==> config.mk <==
export PLATFORM = sky130hd
export DESIGN_NAME = meal_ctrl
export DESIGN_NICKNAME = d
export VERILOG_FILES = /design/src/rtl/core/mesh_edge_adjacency_linker_top_defines.svh /design/src/rtl/core/meal_pkg.sv /design/src/rtl/core/meal_ctrl.sv
export SDC_FILE = /design/constraint.sdc
export NUM_CORES = 1
export LEC_CHECK = 0
export BUFFER_PORTS_ARGS = -buffer_cell sky130_fd_sc_hd__buf_2
export CORE_UTILIZATION = 30
export DETAILED_ROUTE_END_ITERATION = 8
export PLACE_DENSITY = 0.55
export SETUP_SLACK_MARGIN = 0.4
export SLEW_MARGIN = 5
export SYNTH_ARGS = -nofsm -noshare
export SYNTH_HDL_FRONTEND = slang
export SYNTH_SLANG_ARGS = --single-unit
==> constraint.sdc <==
create_clock -name clk -period 1.6 [get_ports clk]
set_input_delay 0.48 -clock clk [delete_from_list [all_inputs] [get_ports clk]]
set_output_delay 0.48 -clock clk [all_outputs]
set_load 0.02 [all_outputs]
==> src/rtl/core/mesh_edge_adjacency_linker_top_defines.svh <==
// Assertion macros for the mesh edge adjacency linker.
// Used by the top level only; relies on clk and rst_n being in scope.
`ifndef MESH_EDGE_ADJACENCY_LINKER_TOP_DEFINES_SVH
`define MESH_EDGE_ADJACENCY_LINKER_TOP_DEFINES_SVH
// same-cycle implication
`define MEAL_ASSERT_NOW(lbl, ante, cons, msg) \
    lbl: assert property (@(posedge clk) disable iff (!rst_n) (ante) |-> (cons)) \
        else $error(msg);
// next-cycle implication
`define MEAL_ASSERT_NEXT(lbl, ante, cons, msg) \
    lbl: assert property (@(posedge clk) disable iff (!rst_n) (ante) |=> (cons)) \
        else $error(msg);
`endif

==> src/rtl/core/meal_pkg.sv <==
// Shared constants, types and the edge hash for the adjacency linker.
// No dependencies.
package meal_pkg;
    localparam int TABLE_DEPTH = 4096;
    localparam int ADDR_W      = $clog2(TABLE_DEPTH);
    localparam int CNT_W       = $clog2(TABLE_DEPTH + 1);
    localparam int ID_W        = 16;
    localparam int SLOT_W      = 2;
    localparam int EPOCH_W     = 8;
    localparam int ENTRY_W     = EPOCH_W + 3 * ID_W + SLOT_W;

    localparam logic [EPOCH_W-1:0] EPOCH_MAX  = {EPOCH_W{1'b1}};
    localparam logic [EPOCH_W-1:0] EPOCH_NONE = '0;

    typedef struct packed {
        logic load;
        logic start_clear;
        logic sweep_start;
        logic sweep_wr;
        logic epoch_init;
        logic setup_edge;
        logic probe_next;
        logic latch_entry;
        logic write_entry;
        logic push_hit1;
        logic push_hit2;
        logic push_full;
        logic flush;
        logic next_edge;
    } meal_cmd_t;

    typedef struct packed {
        logic start_flag;
        logic epoch_max;
        logic sweep_done;
        logic rd_valid;
        logic rd_match;
        logic probe_last;
        logic edge_last;
        logic count_full;
        logic out_free;
        logic pend_valid;
    } meal_status_t;

    function automatic logic [ADDR_W-1:0] key_slot_hash(input logic [ID_W-1:0] lo,
                                                        input logic [ID_W-1:0] hi);
        logic [ID_W-1:0] mix;
        mix = lo ^ {hi[3:0], hi[ID_W-1:4]} ^ {lo[7:0], hi[ID_W-1:8]};
        return mix[ADDR_W-1:0];
    endfunction
endpackage

==> src/rtl/core/meal_ctrl.sv <==
// Controller FSM: clearing sweep, per-edge probe loop and result issue.
// Depends on meal_pkg.
module meal_ctrl (
    input  logic                   clk,
    input  logic                   rst_n,
    input  logic                   in_valid,
    output logic                   in_ready,
    input  meal_pkg::meal_status_t st,
    output meal_pkg::meal_cmd_t    cmd
);
    typedef enum logic [3:0] {
        S_CLR, S_IDLE, S_START, S_SETUP, S_READ, S_CHECK,
        S_HIT1, S_HIT2, S_FULL, S_WRITE, S_NEXT, S_DONE
    } state_t;

    state_t state_reg, state_next;
    logic   busy_reg, busy_next;   // sweep happens inside an item

    always_comb
    begin
        cmd        = '0;
        state_next = state_reg;
        busy_next  = busy_reg;
        unique case (state_reg)
            S_CLR:
            begin
                cmd.sweep_wr = 1'b1;
                if (st.sweep_done)
                begin
                    cmd.epoch_init = 1'b1;
                    state_next     = busy_reg ? S_SETUP : S_IDLE;
                    busy_next      = 1'b0;
                end
            end
            S_IDLE:
            begin
                if (in_valid)
                begin
                    cmd.load   = 1'b1;
                    state_next = S_START;
                end
            end
            S_START:
            begin
                if (st.start_flag && st.epoch_max)
                begin
                    cmd.sweep_start = 1'b1;
                    busy_next       = 1'b1;
                    state_next      = S_CLR;
                end
                else
                begin
                    cmd.start_clear = st.start_flag;
                    state_next      = S_SETUP;
                end
            end
            S_SETUP:
            begin
                cmd.setup_edge = 1'b1;
                state_next     = S_READ;
            end
            S_READ:
            begin
                state_next = S_CHECK;
            end
            S_CHECK:
            begin
                cmd.latch_entry = 1'b1;
                if (st.rd_valid && st.rd_match)
                begin
                    state_next = S_HIT1;
                end
                else if (!st.rd_valid)
                begin
                    state_next = S_WRITE;
                end
                else if (st.probe_last)
                begin
                    state_next = S_FULL;
                end
                else
                begin
                    cmd.probe_next = 1'b1;
                    state_next     = S_READ;
                end
            end
            S_HIT1:
            begin
                if (st.out_free)
                begin
                    cmd.push_hit1 = 1'b1;
                    state_next    = S_HIT2;
                end
            end
            S_HIT2:
            begin
                if (st.out_free)
                begin
                    cmd.push_hit2 = 1'b1;
                    state_next    = S_NEXT;
                end
            end
            S_FULL:
            begin
                if (st.out_free)
                begin
                    cmd.push_full = 1'b1;
                    state_next    = S_NEXT;
                end
            end
            S_WRITE:
            begin
                cmd.write_entry = 1'b1;
                state_next      = S_NEXT;
            end
            S_NEXT:
            begin
                if (st.edge_last)
                begin
                    state_next = S_DONE;
                end
                else
                begin
                    cmd.next_edge = 1'b1;
                    state_next    = S_SETUP;
                end
            end
            S_DONE:
            begin
                if (!st.pend_valid)
                begin
                    state_next = S_IDLE;
                end
                else if (st.out_free)
                begin
                    cmd.flush  = 1'b1;
                    state_next = S_IDLE;
                end
            end
            default:
            begin
                state_next = S_IDLE;
            end
        endcase
    end

    always_ff @(posedge clk or negedge rst_n)
    begin
        if (!rst_n)
        begin
            state_reg <= S_CLR;
            busy_reg  <= 1'b0;
        end
        else
        begin
            state_reg <= state_next;
            busy_reg  <= busy_next;
        end
    end

    assign in_ready = (state_reg == S_IDLE);
endmodule

# --- Word-level counts from Yosys, hierarchy flattened ---
# Cells that the tools add are included.
totals:
  input_bits: 13
  romBits: 0
  out_inout_bits: 15
  ramBits: 0
  latch_bits: 0
  reg_bits: 5
  memories: 0
  wordCells: 63
op_classes:
  bitwise_logic: 0
  n_reduce_logical: 7
  div: 0
  n_eq_ne: 17
  n_shift: 0
  mux: 37
  n_addsub: 0
  order_cmp: 0
  n_mul: 0
op_table:
  columns: ["cell", "count"]
  rows:
  - ["$pmux W4 S11", 1]
  - ["$mux W4", 10]
  - ["$mux W1", 20]
  - ["$eq A4 B3 Y1 const B", 4]
  - ["$eq A4 B4 Y1 const B", 4]
  - ["$mux W2", 5]
  - ["$eq A4 B2 Y1 const B", 2]
  - ["$ne A2 B2 Y1 const B", 4]
  - ["$reduce_and A5 Y1", 1]
  - ["$eq A4 B1 Y1 const B", 1]
  - ["$logic_not A4 Y1", 1]
  - ["$ne A3 B3 Y1 const B", 1]
  - ["$reduce_and A3 Y1", 1]
  - ["$logic_and A1 B1 Y1", 2]
  - ["$ne A2 B1 Y1 const B", 1]
  - ["$pmux W1 S2", 1]
  - ["$reduce_bool A2 Y1", 1]
  - ["$reduce_or A2 Y1", 1]

# --- Depth between registers and ports, before layout ---
# Gate-level depths: netlist of run 1.
logic_depth:
  ltp_word: 4
  mapped_depth: 5
  depth_no_buf: 4

# --- Worst setup path before layout of run 1 ---
# Ideal clock, no wire load.
synth_timing:
  path_type: "reg-to-output"
  start: "reg state_reg[3]"
  end: "out cmd[7] (netlist bit)"
  path_stages_with_launch: 4
  t_arrival_ps: 1909
  setup_slack_ps: -789
  required_ps: 1120
  path_buffers: 1
  cell_sequence: "dfrtp_1 -> clkbuf_1 -> nor3_1 -> nor4b_1"
synth_rtl:
  columns: ["element", "line_no", "rtl"]
  rows:
  - ["start, declared", "meal_ctrl.sv:16", "state_t state_reg, state_next;"]
  - ["start signal, assigned", "meal_ctrl.sv:156", "state_reg <= state_next;"]
  - ["end, declared", "meal_ctrl.sv:9", "output meal_pkg::meal_cmd_t cmd"]

==> impl_summary.md, run 1 <==
Status
The run finished, with violations left. The final reports fail on negative setup slack.

Hold path
The min-delay analysis places its worst path in the category input port to asynchronous set/reset pin.

Clock tree
Clock tree synthesis inserted a total of 3 buffers. Clock-pin slew was measured on the worst setup and hold paths at 40 ps. The clock reaches the later pin of the worst-skew pair after 240 ps.

The clock passes through at most 2 buffers. The maximum level of the CTS H-tree is 1. The TritonCTS clock tree is done.

The library cell used as clock root buffer is sky130_fd_sc_hd__clkbuf_4. The number of sinks handled by clock tree synthesis is 5.

Critical path
On the critical path, the stage with the largest delay is an instance of sky130_fd_sc_hd__dfrtp_2. The worst setup path is of the register to output pin kind. The launching instance or port of the critical path is state_reg[0]. In this design, the stage delay of the slowest critical-path cell is 430 ps. The worst reg2reg path startpoint is state_reg[0]. The critical path goes through buf_12 > nand2b_4 > nor3_4 > nor4b_4 > buf_4. The depth of the worst register-to-register path is 6.

STA puts the critical path data required time at 1120 ps. Of all nets on the critical path, the largest fanout is 5. Data arrives at the worst endpoint at 1400 ps.

STA classifies the critical path endpoint as an output pin. The setup check on the worst reg-to-reg path leaves a slack of -120 ps. The endpoint of the worst register-to-register path is state_reg[0]. The critical path launch point type is a register.

Drt
The via count is 759. The iteration-0 DRC count of the detailed router is 11. After detailed routing, the average wire length per cell comes to 13.92 um. The detail-routed via count per cell is 4.961. The count of nets left with antenna violations once routing finished came out at 0. The remaining design rule violation count is 0. The total detailed-routing wirelength is 2.129 mm.

The first-pass iteration count of the detailed router is 4.

Power
VDD sags by at most 1.689 mV. Internal power comes to 1439 uW. Of the total power, registers draw 0.100.

In this run the static leakage power is 0.0005913 uW. The switching portion of total power is 0.4347. The switching power of the nets is 1106 uW. The share of total power dissipated in combinational logic is 0.843.

The part of the power in the clock network is 0.057. For this design the ratio of total power to cell area is 1915 nW/um2.

Placement
The final weighted congestion of routability-driven global placement is 0.8385. Before CTS, the worst setup slack after placement is -34.46 ps. The number of placed instances, taps included, is 136. The sum of net half-perimeters after detailed placement is 1.419 mm. The quantity of I/O buffers inserted on ports is 26. The area after detailed placement is 938.4 um2.

Timing
Based on the critical path, the design can be clocked at up to 0.5330 GHz. The worst pin sits at a relative slew slack of 0.8580. On the final layout, the worst hold slack is 38.30 ps. The measured slew at the worst slew-check pin is 213.0 ps. The number of slew-limit violations in the final report is 0. The number of failing hold endpoints at the final stage is 0. Setup repair after global routing could not meet its margin everywhere. The worst-case setup margin in the final layout is -276.2 ps. Setup violations remaining at the end of the flow were counted as 18.

Of the available clock period, the critical path in the final layout requires 1.173. The time the worst path needs with I/O delays and setup is 1876 ps. Clock skew on the completed layout was measured at 2.433 ps.

Logic synthesis
The number of instances in the synthesized netlist is 75. The number of nets in the synthesized netlist is 88. The number of distinct library cell variants in the gate-level netlist after synthesis is 35. Among all flip-flop cells after synthesis, the most frequent one is sky130_fd_sc_hd__dfrtp_1.

The xor and xnor area share after synthesis is 0. Counting flops with an async set or reset pin after synthesis yields a share of 1.000. The total number of yosys warnings is 0. Of the synthesized area, sequential elements account for 0.2331. Of the total synthesized cell area, the portion taken by full adders, half adders and majority gates is 0. The average instance in the mapped netlist occupies 7.157 um2. Summing every instance area after synthesis gives 536.8 um2. Of the total synthesized cell area, the portion taken by AND, OR, NAND and NOR gates is 0.3916. Measured against the total synthesized area, the mux share comes to 0.03963. The synthesized design contains 0 enable-type register cells. After synthesis, the largest family of logic cells by area is simple AND/OR/NAND/NOR gates. The synthesized-area fraction occupied by ao, oa, aoi and oai cells came to 0.2471.

The post-synthesis register bit count is 5.

GRT
The global router's overall resource usage is 0.2197. The via count of the first global-routing pass is 711. The first global-routing pass estimated 3.167 mm of wire.

The overflow left after global routing is 0. The largest net degree at the start of global routing is 10. The number of antenna violations at the first check in global routing is 0.

Finish
The area growth from synthesis to final layout is 147.6%. The count of nets after finishing is 143. The library cell used most frequently in the layout, excluding fill and tap cells, is sky130_fd_sc_hd__buf_6.

The final non-filler cell total is 153. The final antenna diode count is 0. The library cells used most frequently in the layout, excluding fill and tap cells, are sky130_fd_sc_hd__buf_6, sky130_fd_sc_hd__buf_4, sky130_fd_sc_hd__buf_2, sky130_fd_sc_hd__nor2_4, sky130_fd_sc_hd__nand2_1. The register with the most flip-flops in the layout has 4 of them. After routing the design area is 1329 um2. Once layout is complete, the utilization of the core stands at 0.8336. The ratio of cells with drive above 1 in the final layout is 0.7287.

Floorplanning
The initial utilization of the core area, before any placement, comes to 0.3367. The floorplan step defined a die boundary enclosing 1962 um2. The placement row count is 14. The number of top-level design ports is 28. From left edge to right edge, the die measures 44.30 um.

Measured along the y axis, the die boundary spans 44.30 um. After floorplanning, the core was sized to cover 1594 um2.

Job
The number of max-cap violations is 0.
worst max path at each step:
stage	end	cells after the start
2_1_floorplan	cmd[7]	3
3_5_place_dp	cmd[12]	4
5_1_grt	cmd[7]	5
6_report	cmd[7]	5
4_1_cts	cmd[7]	5
3_3_place_gp	cmd[12]	4
layer usage:
layer | up-vias | wire [um] | global-route usage
li1 | 373 | - | -
met1 | 357 | 878 | 0.2614
met2 | 27 | 1157 | 0.4118
met3 | 2 | 86 | 0.05306
met4 | 0 | 6 | 0.01818
met5 | - | 0 | 0
kinds of logic (layout without fill, tap and decap cells):
kind of cell / Yosys count / count (layout)
flip-flops: 5 / 5
buffers and inverters: 10 / 64
AO/OA/AOI/OAI: 17 / 17
AND/OR/NAND/NOR: 41 / 41
multiplexers: 2 / 2
worst max-delay path: cells and delay by family (launching register included):
family / cells / cell delay (ps)
and+or+nand+nor: 3 / 430
DFF: 1 / 430
buffers and inverters: 2 / 300
synth_stat cells, types with 2 or more instances:
master                     instances  share of area
sky130_fd_sc_hd__buf_2             2          0.019
sky130_fd_sc_hd__clkbuf_1          2          0.014
sky130_fd_sc_hd__nor2b_1           2          0.023
sky130_fd_sc_hd__or2_1             2          0.023
sky130_fd_sc_hd__a31oi_1           2          0.023
sky130_fd_sc_hd__a21oi_1           2          0.019
sky130_fd_sc_hd__o31a_1            2          0.033
sky130_fd_sc_hd__and2_1            2          0.023
sky130_fd_sc_hd__nor3_1            4          0.037
sky130_fd_sc_hd__nor2_1           11          0.077
sky130_fd_sc_hd__o21ai_0           2          0.019
sky130_fd_sc_hd__dfrtp_1           5           0.23
sky130_fd_sc_hd__nand3_1           2          0.019
sky130_fd_sc_hd__nand2_1           8          0.056
sky130_fd_sc_hd__inv_1             4          0.028
sky130_fd_sc_hd__nand2b_1          4          0.047
layout make-up:
class	instances	area (um2)
Fill cell	91	265.3
Inverter	5	21.27
Multi-Input combinational cell	60	606.8
Sequential cell	5	127.6
Clock buffer	4	26.28
Tap cell	24	30.03
Timing Repair Buffer	55	516.7
power groups by stage:
stage / clock network (uW) / logic (uW) / registers (uW)
global placement: 0 / 1390 / 246
floorplan: 0 / 942 / 241
finish: 146 / 2150 / 255
detailed placement: 0 / 1410 / 248
CTS: 149 / 1890 / 257
global route: 158 / 2280 / 261
stage by stage:
step	setup TNS [ps]	power, uW
floorplan	-112.0	1184
global placement	-42.53	1639
detailed placement	-117.9	1657
CTS	-2440	2291
global route	-3473	2699
finish	-2718	2545
what timing repair did:
action / in CTS / in global routing
hold buffers: 0 / 0
setup buffers: 7 / 6
resized for setup: 53 / 14
pin swaps: 18 / 7
endpoints found under the setup margin: 20 / 20
No activity file was read; power rests on OpenSTA's default activity.
==> run 2, diff against run 1 <==
Settings changed: ABC_AREA set to 1, PLACE_DENSITY 0.55 to 0.53.
==> impl_summary.md, run 2 <==
Drt
The first-pass iteration count of the detailed router is 5 (+1). The total detailed-routing wirelength is 1.984 mm (-6.8%). The count of nets left with antenna violations after detail routing is 0 (unchanged). The routed length per placed instance is 10.78 um (-23%). The via count was 818 (+7.8%).

The detail-routed via count per cell is 4.446 (-10%). The remaining design rule violation count is 0 (unchanged). The iteration-0 DRC count of the detailed router came to 7 (-4).

Timing
The worst max-slew margin expressed relative to the limit came to 0.8349 (-0.02311). The worst-case setup margin in the final layout was -199.1 ps (+77.02 ps). The time the worst path needs with I/O delays and setup is 1799 ps (-77.02 ps). The sum of negative setup slack is -2246 ps (+472.3 ps). The measured slew at the worst slew-check pin came to 247.1 ps (+34.08 ps). The number of failing hold endpoints at the final stage is 0 (unchanged). The final number of setup-violating endpoints was 15 (-3). Setup repair after global routing could not meet its margin everywhere. The period utilization is 1.124 (-0.04814). The number of slew-limit violations in the final report came to 0 (unchanged). The worst clock skew is 8.336 ps (+5.903 ps). The highest clock frequency the design can meet is 0.5558 GHz (+4.3%).

Finish
The number of fill cells was 210 (+130%). The count of nets after finishing is 171 (+20%). The number of flip-flops under the largest register name is 4 (unchanged). Leaving out fill and tap cells, the most frequent cell in the layout is sky130_fd_sc_hd__nand2_1.

The area of all placed cells without fillers is 1242 um2 (-6.5%). The final antenna diode count is 0 (unchanged). The area growth from synthesis to final layout is 99.80%. The top cell types in the final layout, fill and taps aside, are sky130_fd_sc_hd__nand2_1, sky130_fd_sc_hd__buf_6, sky130_fd_sc_hd__buf_4, sky130_fd_sc_hd__nor2_4, sky130_fd_sc_hd__inv_1. The final cell utilization of the core came to 0.6333 (-0.2003). The ratio of cells with drive above 1 in the final layout is 0.6369 (-0.09174). The final non-filler cell total is 184 (+20%).

GRT
The largest net degree at the start of global routing is 7 (-3). The global router's overall resource usage is 0.1909 (-0.02880). The global-route wire length before repair is 3.036 mm (-4.1%). The overflow left after global routing is 0 (unchanged).

The number of antenna violations at the first check in global routing is 0 (unchanged). The via count of the first global-routing pass is 700 (-1.5%).

Logic synthesis
The total number of yosys warnings came to 0 (unchanged). The most frequently used flop master after synthesis is sky130_fd_sc_hd__dfrtp_1. The number of instances in the synthesized netlist is 107 (+43%). The number of flops mapped to enable cells by yosys is 0 (unchanged). The portion of the post-synthesis area used by sequential elements is 0.2012 (-0.03189). The summed instance area of the synthesized netlist came to 621.8 um2 (+16%). In the post-synthesis netlist, the biggest area contributors are sky130_fd_sc_hd__dfrtp_1, sky130_fd_sc_hd__nand2_1, sky130_fd_sc_hd__inv_1, sky130_fd_sc_hd__nor2_1, sky130_fd_sc_hd__nand2_4. The number of distinct library cell variants in the gate-level netlist after synthesis came to 18 (-49%). Yosys instantiated no cell more often than sky130_fd_sc_hd__nand2_1. The number of nets in the synthesized netlist is 120 (+36%).

Ranked by instance count, the synthesized netlist is headed by sky130_fd_sc_hd__nand2_1, sky130_fd_sc_hd__inv_1, sky130_fd_sc_hd__nor2_1, sky130_fd_sc_hd__nand3_1, sky130_fd_sc_hd__dfrtp_1. The area share of the largest cell type after synthesis is 0.2012 (-0.03189). The post-synthesis register bit count came to 5 (unchanged). The cell type with the highest aggregate area in the netlist is sky130_fd_sc_hd__dfrtp_1. The mean post-synth cell area is 5.812 um2 (-19%).

The async set-or-reset flop fraction in the synthesized netlist is 1.000 (unchanged).

Power
The cell area power density is 1652 nW/um2 (-14%). The leakage dissipation is 0.0006764 uW (+14%). The peak supply drop is 1.072 mV (-37%).

Clock tree
TritonCTS built the clock tree. The register clock-pin slew on the reported worst setup and hold paths is 50 ps (about the same). The maximum count of clock buffers along a single path came to 2 (unchanged). The number of sinks handled by clock tree synthesis is 5 (unchanged). The clock latency reported for the late side of the worst-skew pair is 250 ps (about the same). The total of hold buffers inserted after clock tree synthesis is 0 (unchanged). The maximum level of the CTS H-tree was 1 (unchanged). The library cell used as clock root buffer is sky130_fd_sc_hd__clkbuf_4. The number of clock buffers inserted by TritonCTS came to 3 (unchanged).

Floorplanning
The placement row count is 16 (+2). The die footprint came to 2259 um2 (+15%). The number of top-level design ports is 28 (unchanged). The chip height is 47.53 um (+7.3%). The initial cell density of the core came to 0.3170 (-0.01977). The horizontal extent of the die is 47.53 um (+7.3%). The area of the core is 1962 um2 (+23%).

Critical path
The arrival time of the worst setup path is 1320 ps (-80 ps). The setup slack on the worst flop-to-flop path is 180 ps (+300 ps). The startpoint identified for the worst register-to-register timing path is state_reg[2]. The maximum net fanout on the critical path is 5 (unchanged). The endpoint identified for the worst register-to-register timing path is state_reg[0]. STA classifies the critical path startpoint as a register. The class of the most critical setup path is register to output pin. The endpoint type of the worst setup path is an output pin.

The depth of the worst register-to-register path came to 11 (+5). The required time at the endpoint of the critical path was 1120 ps (about the same).

Placement
The setup slack at placement is -24.87 ps (+9.589 ps). The number of cells after detailed placement is 172 (+26%). The sum of net half-perimeters after detailed placement was 1.500 mm (+5.7%). The area after detailed placement is 969.7 um2 (+3.3%). The final weighted congestion of routability-driven global placement is 0.8083 (-3.6%).

The quantity of I/O buffers inserted on ports came to 26 (unchanged).

Status
The final reports fail on negative setup slack. The flow ran to the end, but the final reports show violations.

Job
The number of max-cap violations came to 0 (unchanged).

Hold path
The path class of the tightest hold or removal check is input port to asynchronous set/reset pin.
-- run 2: cell count changes in the layout (fill, tap and decap cells not counted), sizes merged, moves of 4 or more --
cell / before / now
nand3: 2 / 7
nand2: 8 / 40
nand2b: 4 / 0
inv: 5 / 20
nor2: 11 / 24
buf: 55 / 46
-- run 2: logic make-up (layout without fill, tap and decap cells) --
kind of cell / count (synthesis) / after routing / share of synthesized area
AND/OR/NAND/NOR: 76 / 76 / 0.6238
buffers and inverters: 20 / 70 / 0.1207
AO/OA/AOI/OAI: 6 / 6 / 0.05432
flip-flops: 5 / 5 / 0.2012
-- run 2: what timing repair did --
| action | in CTS | in global routing |
|---|---|---|
| pin swaps | 12 | 11 |
| setup buffers | 3 | 5 |
| gates resized for setup | 44 | 13 |
| setup endpoints to repair | 20 | 20 |
| endpoints found under the hold margin | 0 | 0 |
-- run 2: area by class of cell --
cell class | instances | area, um2 | area share
Timing Repair Buffer | 46 | 391.6 | 0.3152
Clock buffer | 4 | 26.28 | 0.02115
Tap cell | 27 | 33.78 | 0.02719
Multi-Input combinational cell | 82 | 578.1 | 0.4653
Sequential cell | 5 | 130.1 | 0.1047
Inverter | 20 | 82.58 | 0.06647
-- run 2: worst max path at each step --
stage	endpoint	start	slack, ps	depth (start not counted)
2_1_floorplan	cmd[7]	state_reg[3]	50	4
3_3_place_gp	cmd[0]	state_reg[3]	-20	5
3_5_place_dp	cmd[2]	state_reg[3]	-20	5
4_1_cts	cmd[0]	state_reg[3]	-210	5
5_1_grt	cmd[0]	state_reg[3]	-250	5
6_report	cmd[0]	state_reg[3]	-200	5
-- run 2: power by group --
group | leakage (uW) | internal, uW | switching (uW) | total [uW]
Sequential | 0.0000561 | 194 | 113 | 307
Combinational | 0.000605 | 716 | 882 | 1600
Clock | 0.0000150 | 94.4 | 53.6 | 148
Total | 0.000676 | 1000 | 1050 | 2050
-- run 2: routing by layer --
layer  global-route usage  vias up  wire, um
met1               0.2770      364       921
met5                    0        -         0
met2               0.2986       24       979
met4              0.03333        0        19
met3              0.03396        2        64
li1                     -      428         -
-- run 2: stage by stage --
stage / hold slack (ps) / total power, uW
floorplan: 184.4 / 1112
global placement: 297.0 / 1492
detailed placement: 302.4 / 1496
CTS: 36.88 / 1937
global route: 37.60 / 2220
finish: 39.97 / 2052
-- run 2: critical path: stages, from the launching register on --
cell and delay [ps]:
sky130_fd_sc_hd__dfrtp_2 450, sky130_fd_sc_hd__inv_4 80, sky130_fd_sc_hd__nor2_4 220, sky130_fd_sc_hd__nand2_2 120, sky130_fd_sc_hd__nor2_4 90, sky130_fd_sc_hd__buf_6 120
==> run 3, diff against run 2 <==
Settings changed: CORE_ASPECT_RATIO set to 0.9.
==> impl_summary.md, run 3 (same netlist as run 2, synthesis figures left out) <==
Finish
The number of flip-flops under the largest register name was 4 (unchanged). Relative to the synthesized area, the layout overhead comes to 105.6%. The final antenna diode count is 0 (unchanged). The count of nets after finishing is 177 (+3.5%). The area of all placed cells without fillers is 1279 um2 (+2.9%). The final non-filler cell total was 188 (+2.2%).

In the layout the commonest cells are sky130_fd_sc_hd__nand2_1, sky130_fd_sc_hd__buf_4, sky130_fd_sc_hd__buf_6, sky130_fd_sc_hd__nor2_4. The ratio of cells with drive above 1 in the final layout is 0.6503 (+0.01336).

Clock tree
The total of hold buffers inserted after clock tree synthesis is 0 (unchanged). The register clock-pin slew on the reported worst setup and hold paths came to 40 ps (about the same). CTS placed an instance of sky130_fd_sc_hd__clkbuf_4 at the clock tree root. The TritonCTS clock tree is done. The clock latency reported for the late side of the worst-skew pair is 240 ps (about the same). The maximum level of the CTS H-tree is 1 (unchanged).

The maximum count of clock buffers along a single path came to 2 (unchanged). The number of sinks handled by clock tree synthesis came to 5 (unchanged). The number of clock buffers inserted by TritonCTS came to 3 (unchanged).

Status
The flow ran to the end, but the final reports show violations. The final reports fail on negative setup slack.

Drt
The iteration-0 DRC count of the detailed router is 14 (+7). The count of nets left with antenna violations after detail routing was 0 (unchanged). The remaining design rule violation count is 0 (unchanged). The total detailed-routing wirelength is 2.074 mm (+4.5%).

The routed length per placed instance is 11.03 um (+2.3%). The detail-routed via count per cell is 4.537 (+2.1%). The first-pass iteration count of the detailed router was 4 (-1).

The via count is 853 (+4.3%).

Power
The leakage dissipation is 0.0007039 uW (+4.1%). The share of power burned in combinational logic is 0.792 (+0.014). The switching power of the nets is 1083 uW (+3.3%). The part of the power in the clock network is 0.067 (-0.005). The cell area power density is 1679 nW/um2 (+1.6%). The peak supply drop is 0.8949 mV (-17%). The sequential fraction of design power is 0.142 (-0.007). The internal power of the cells is 1064 uW (+5.9%).

The switching portion of total power was 0.5045 (-0.006304).

GRT
The global-route wire length before repair is 3.298 mm (+8.6%). The global router's overall resource usage is 0.1915 (+0.0005930). The overflow left after global routing is 0 (unchanged). The largest net degree at the start of global routing is 7 (unchanged).

The number of antenna violations at the first check in global routing was 0 (unchanged). The via count of the first global-routing pass is 759 (+8.4%).

Timing
The worst max-slew margin expressed relative to the limit is 0.8237 (-0.01123). The sum of negative setup slack came to -2372 ps (-125.9 ps). The measured slew at the worst slew-check pin is 263.9 ps (+16.81 ps). The final number of setup-violating endpoints was 15 (unchanged). The highest clock frequency the design can meet is 0.5521 GHz (-0.66%).

The period utilization was 1.132 (+0.007516). Setup repair after global routing could not meet its margin everywhere. The worst clock skew is 3.466 ps (-4.870 ps). The number of failing hold endpoints at the final stage came to 0 (unchanged). The time the worst path needs with I/O delays and setup was 1811 ps (+12.03 ps). The worst-case setup margin in the final layout is -211.2 ps (-12.03 ps).

The number of slew-limit violations in the final report came to 0 (unchanged). The hold slack is 44.96 ps (+4.988 ps).

Floorplanning
The number of top-level design ports is 28 (unchanged). The area of the core is 1933 um2 (-1.5%). The chip height is 45.19 um (-4.9%).

The placement row count was 15 (-1). The initial cell density of the core was 0.3217 (+0.004719). The horizontal extent of the die came to 49.99 um (+5.2%). The die footprint is 2259 um2 (about the same).

Critical path
The endpoint type of the worst setup path is an output pin. In this design, the critical path's most frequently occurring cell is sky130_fd_sc_hd__nor2_4. The required time at the endpoint of the critical path is 1120 ps (about the same).

The maximum net fanout on the critical path is 6 (+1). The category of cells accounting for the largest share of critical-path delay is flip-flops. The slowest library cell on the worst path is sky130_fd_sc_hd__dfrtp_2. The maximum cell stage delay along the critical path was 480 ps (+30 ps).

The arrival time of the worst setup path is 1330 ps (about the same). The critical path goes through nor2_4 > buf_4 > nand2_4 > nor2_4 > buf_6. The class of the most critical setup path is register to output pin. The worst path buffer plus inverter count is 2 (unchanged). The critical path launch point type is a register.

Placement
The area after detailed placement is 974.7 um2 (+0.52%). The setup slack at placement came to -15.53 ps (+9.335 ps). The sum of net half-perimeters after detailed placement is 1.551 mm (+3.4%). The number of cells after detailed placement is 171 (-0.58%). The final weighted congestion of routability-driven global placement was 0.8981 (+11%).

The quantity of I/O buffers inserted on ports was 26 (unchanged).

Hold path
In this run the worst hold path is classified as input port to asynchronous set/reset pin.

Job
The number of max-cap violations came to 0 (unchanged).
[run 3: worst register-to-register path, stage by stage, from the launching register on]
cell	delay (ps)
sky130_fd_sc_hd__dfrtp_2	480
sky130_fd_sc_hd__nor2_4	200
sky130_fd_sc_hd__buf_4	150
sky130_fd_sc_hd__nand2_4	50
sky130_fd_sc_hd__buf_4	140
sky130_fd_sc_hd__buf_6	110
sky130_fd_sc_hd__nand3_4	70
sky130_fd_sc_hd__nand2_4	70
sky130_fd_sc_hd__nand2_4	70
sky130_fd_sc_hd__nand2_1	50
sky130_fd_sc_hd__nand2_1	60
[run 3: per-layer routing]
metal | vias up | wire, um | GRT usage
met5 | - | 0 | 0
met4 | 0 | 14 | 0.02286
met3 | 2 | 60 | 0.04377
met2 | 22 | 1057 | 0.3200
met1 | 391 | 941 | 0.2586
li1 | 438 | - | -
[run 3: cell type report]
| type | instances | area [um2] |
|---|---|---|
| Inverter | 20 | 82.58 |
| Clock buffer | 4 | 26.28 |
| Timing Repair Buffer | 52 | 427.9 |
| Multi-Input combinational cell | 82 | 581.8 |
| Fill cell | 171 | 654.4 |
| Sequential cell | 5 | 128.9 |
| Tap cell | 25 | 31.28 |
[run 3: stage by stage]
stage	utilization	total power [uW]
after floorplan	-	1112
after global placement	0.5042	1526
after detailed placement	0.5042	1533
after CTS	0.6091	1966
after global routing	0.6615	2299
final	0.6615	2147
[run 3: path summary, 6_finish.rpt]
check | slack (ps) | end | depth (start not counted) | from
max | -210 | cmd[2] | 5 | state_reg[0]
min | 40 | state_reg[1] | 1 | rst_n
max reg2reg | 80 | state_reg[0] | 10 | state_reg[0]
min reg2reg | 530 | busy_reg | 2 | busy_reg
max in group asynchronous | 1410 | state_reg[0] | 1 | rst_n
min in group clk | 530 | busy_reg | 2 | busy_reg
[run 3: power groups by stage]
| stage | Sequential (uW) | Combinational [uW] | Clock, uW |
|---|---|---|---|
| floorplan | 260 | 852 | 0 |
| global placement | 282 | 1240 | 0 |
| detailed placement | 280 | 1250 | 0 |
| CTS | 287 | 1530 | 149 |
| global route | 312 | 1830 | 158 |
| finish | 304 | 1700 | 143 |
[run 3: what timing repair did]
| action | 4_1_cts | 5_1_grt |
|---|---|---|
| buffers inserted | 7 | 6 |
| pin swaps | 11 | 15 |
| endpoints found under the setup margin | 20 | 20 |
| resized for setup | 35 | 19 |
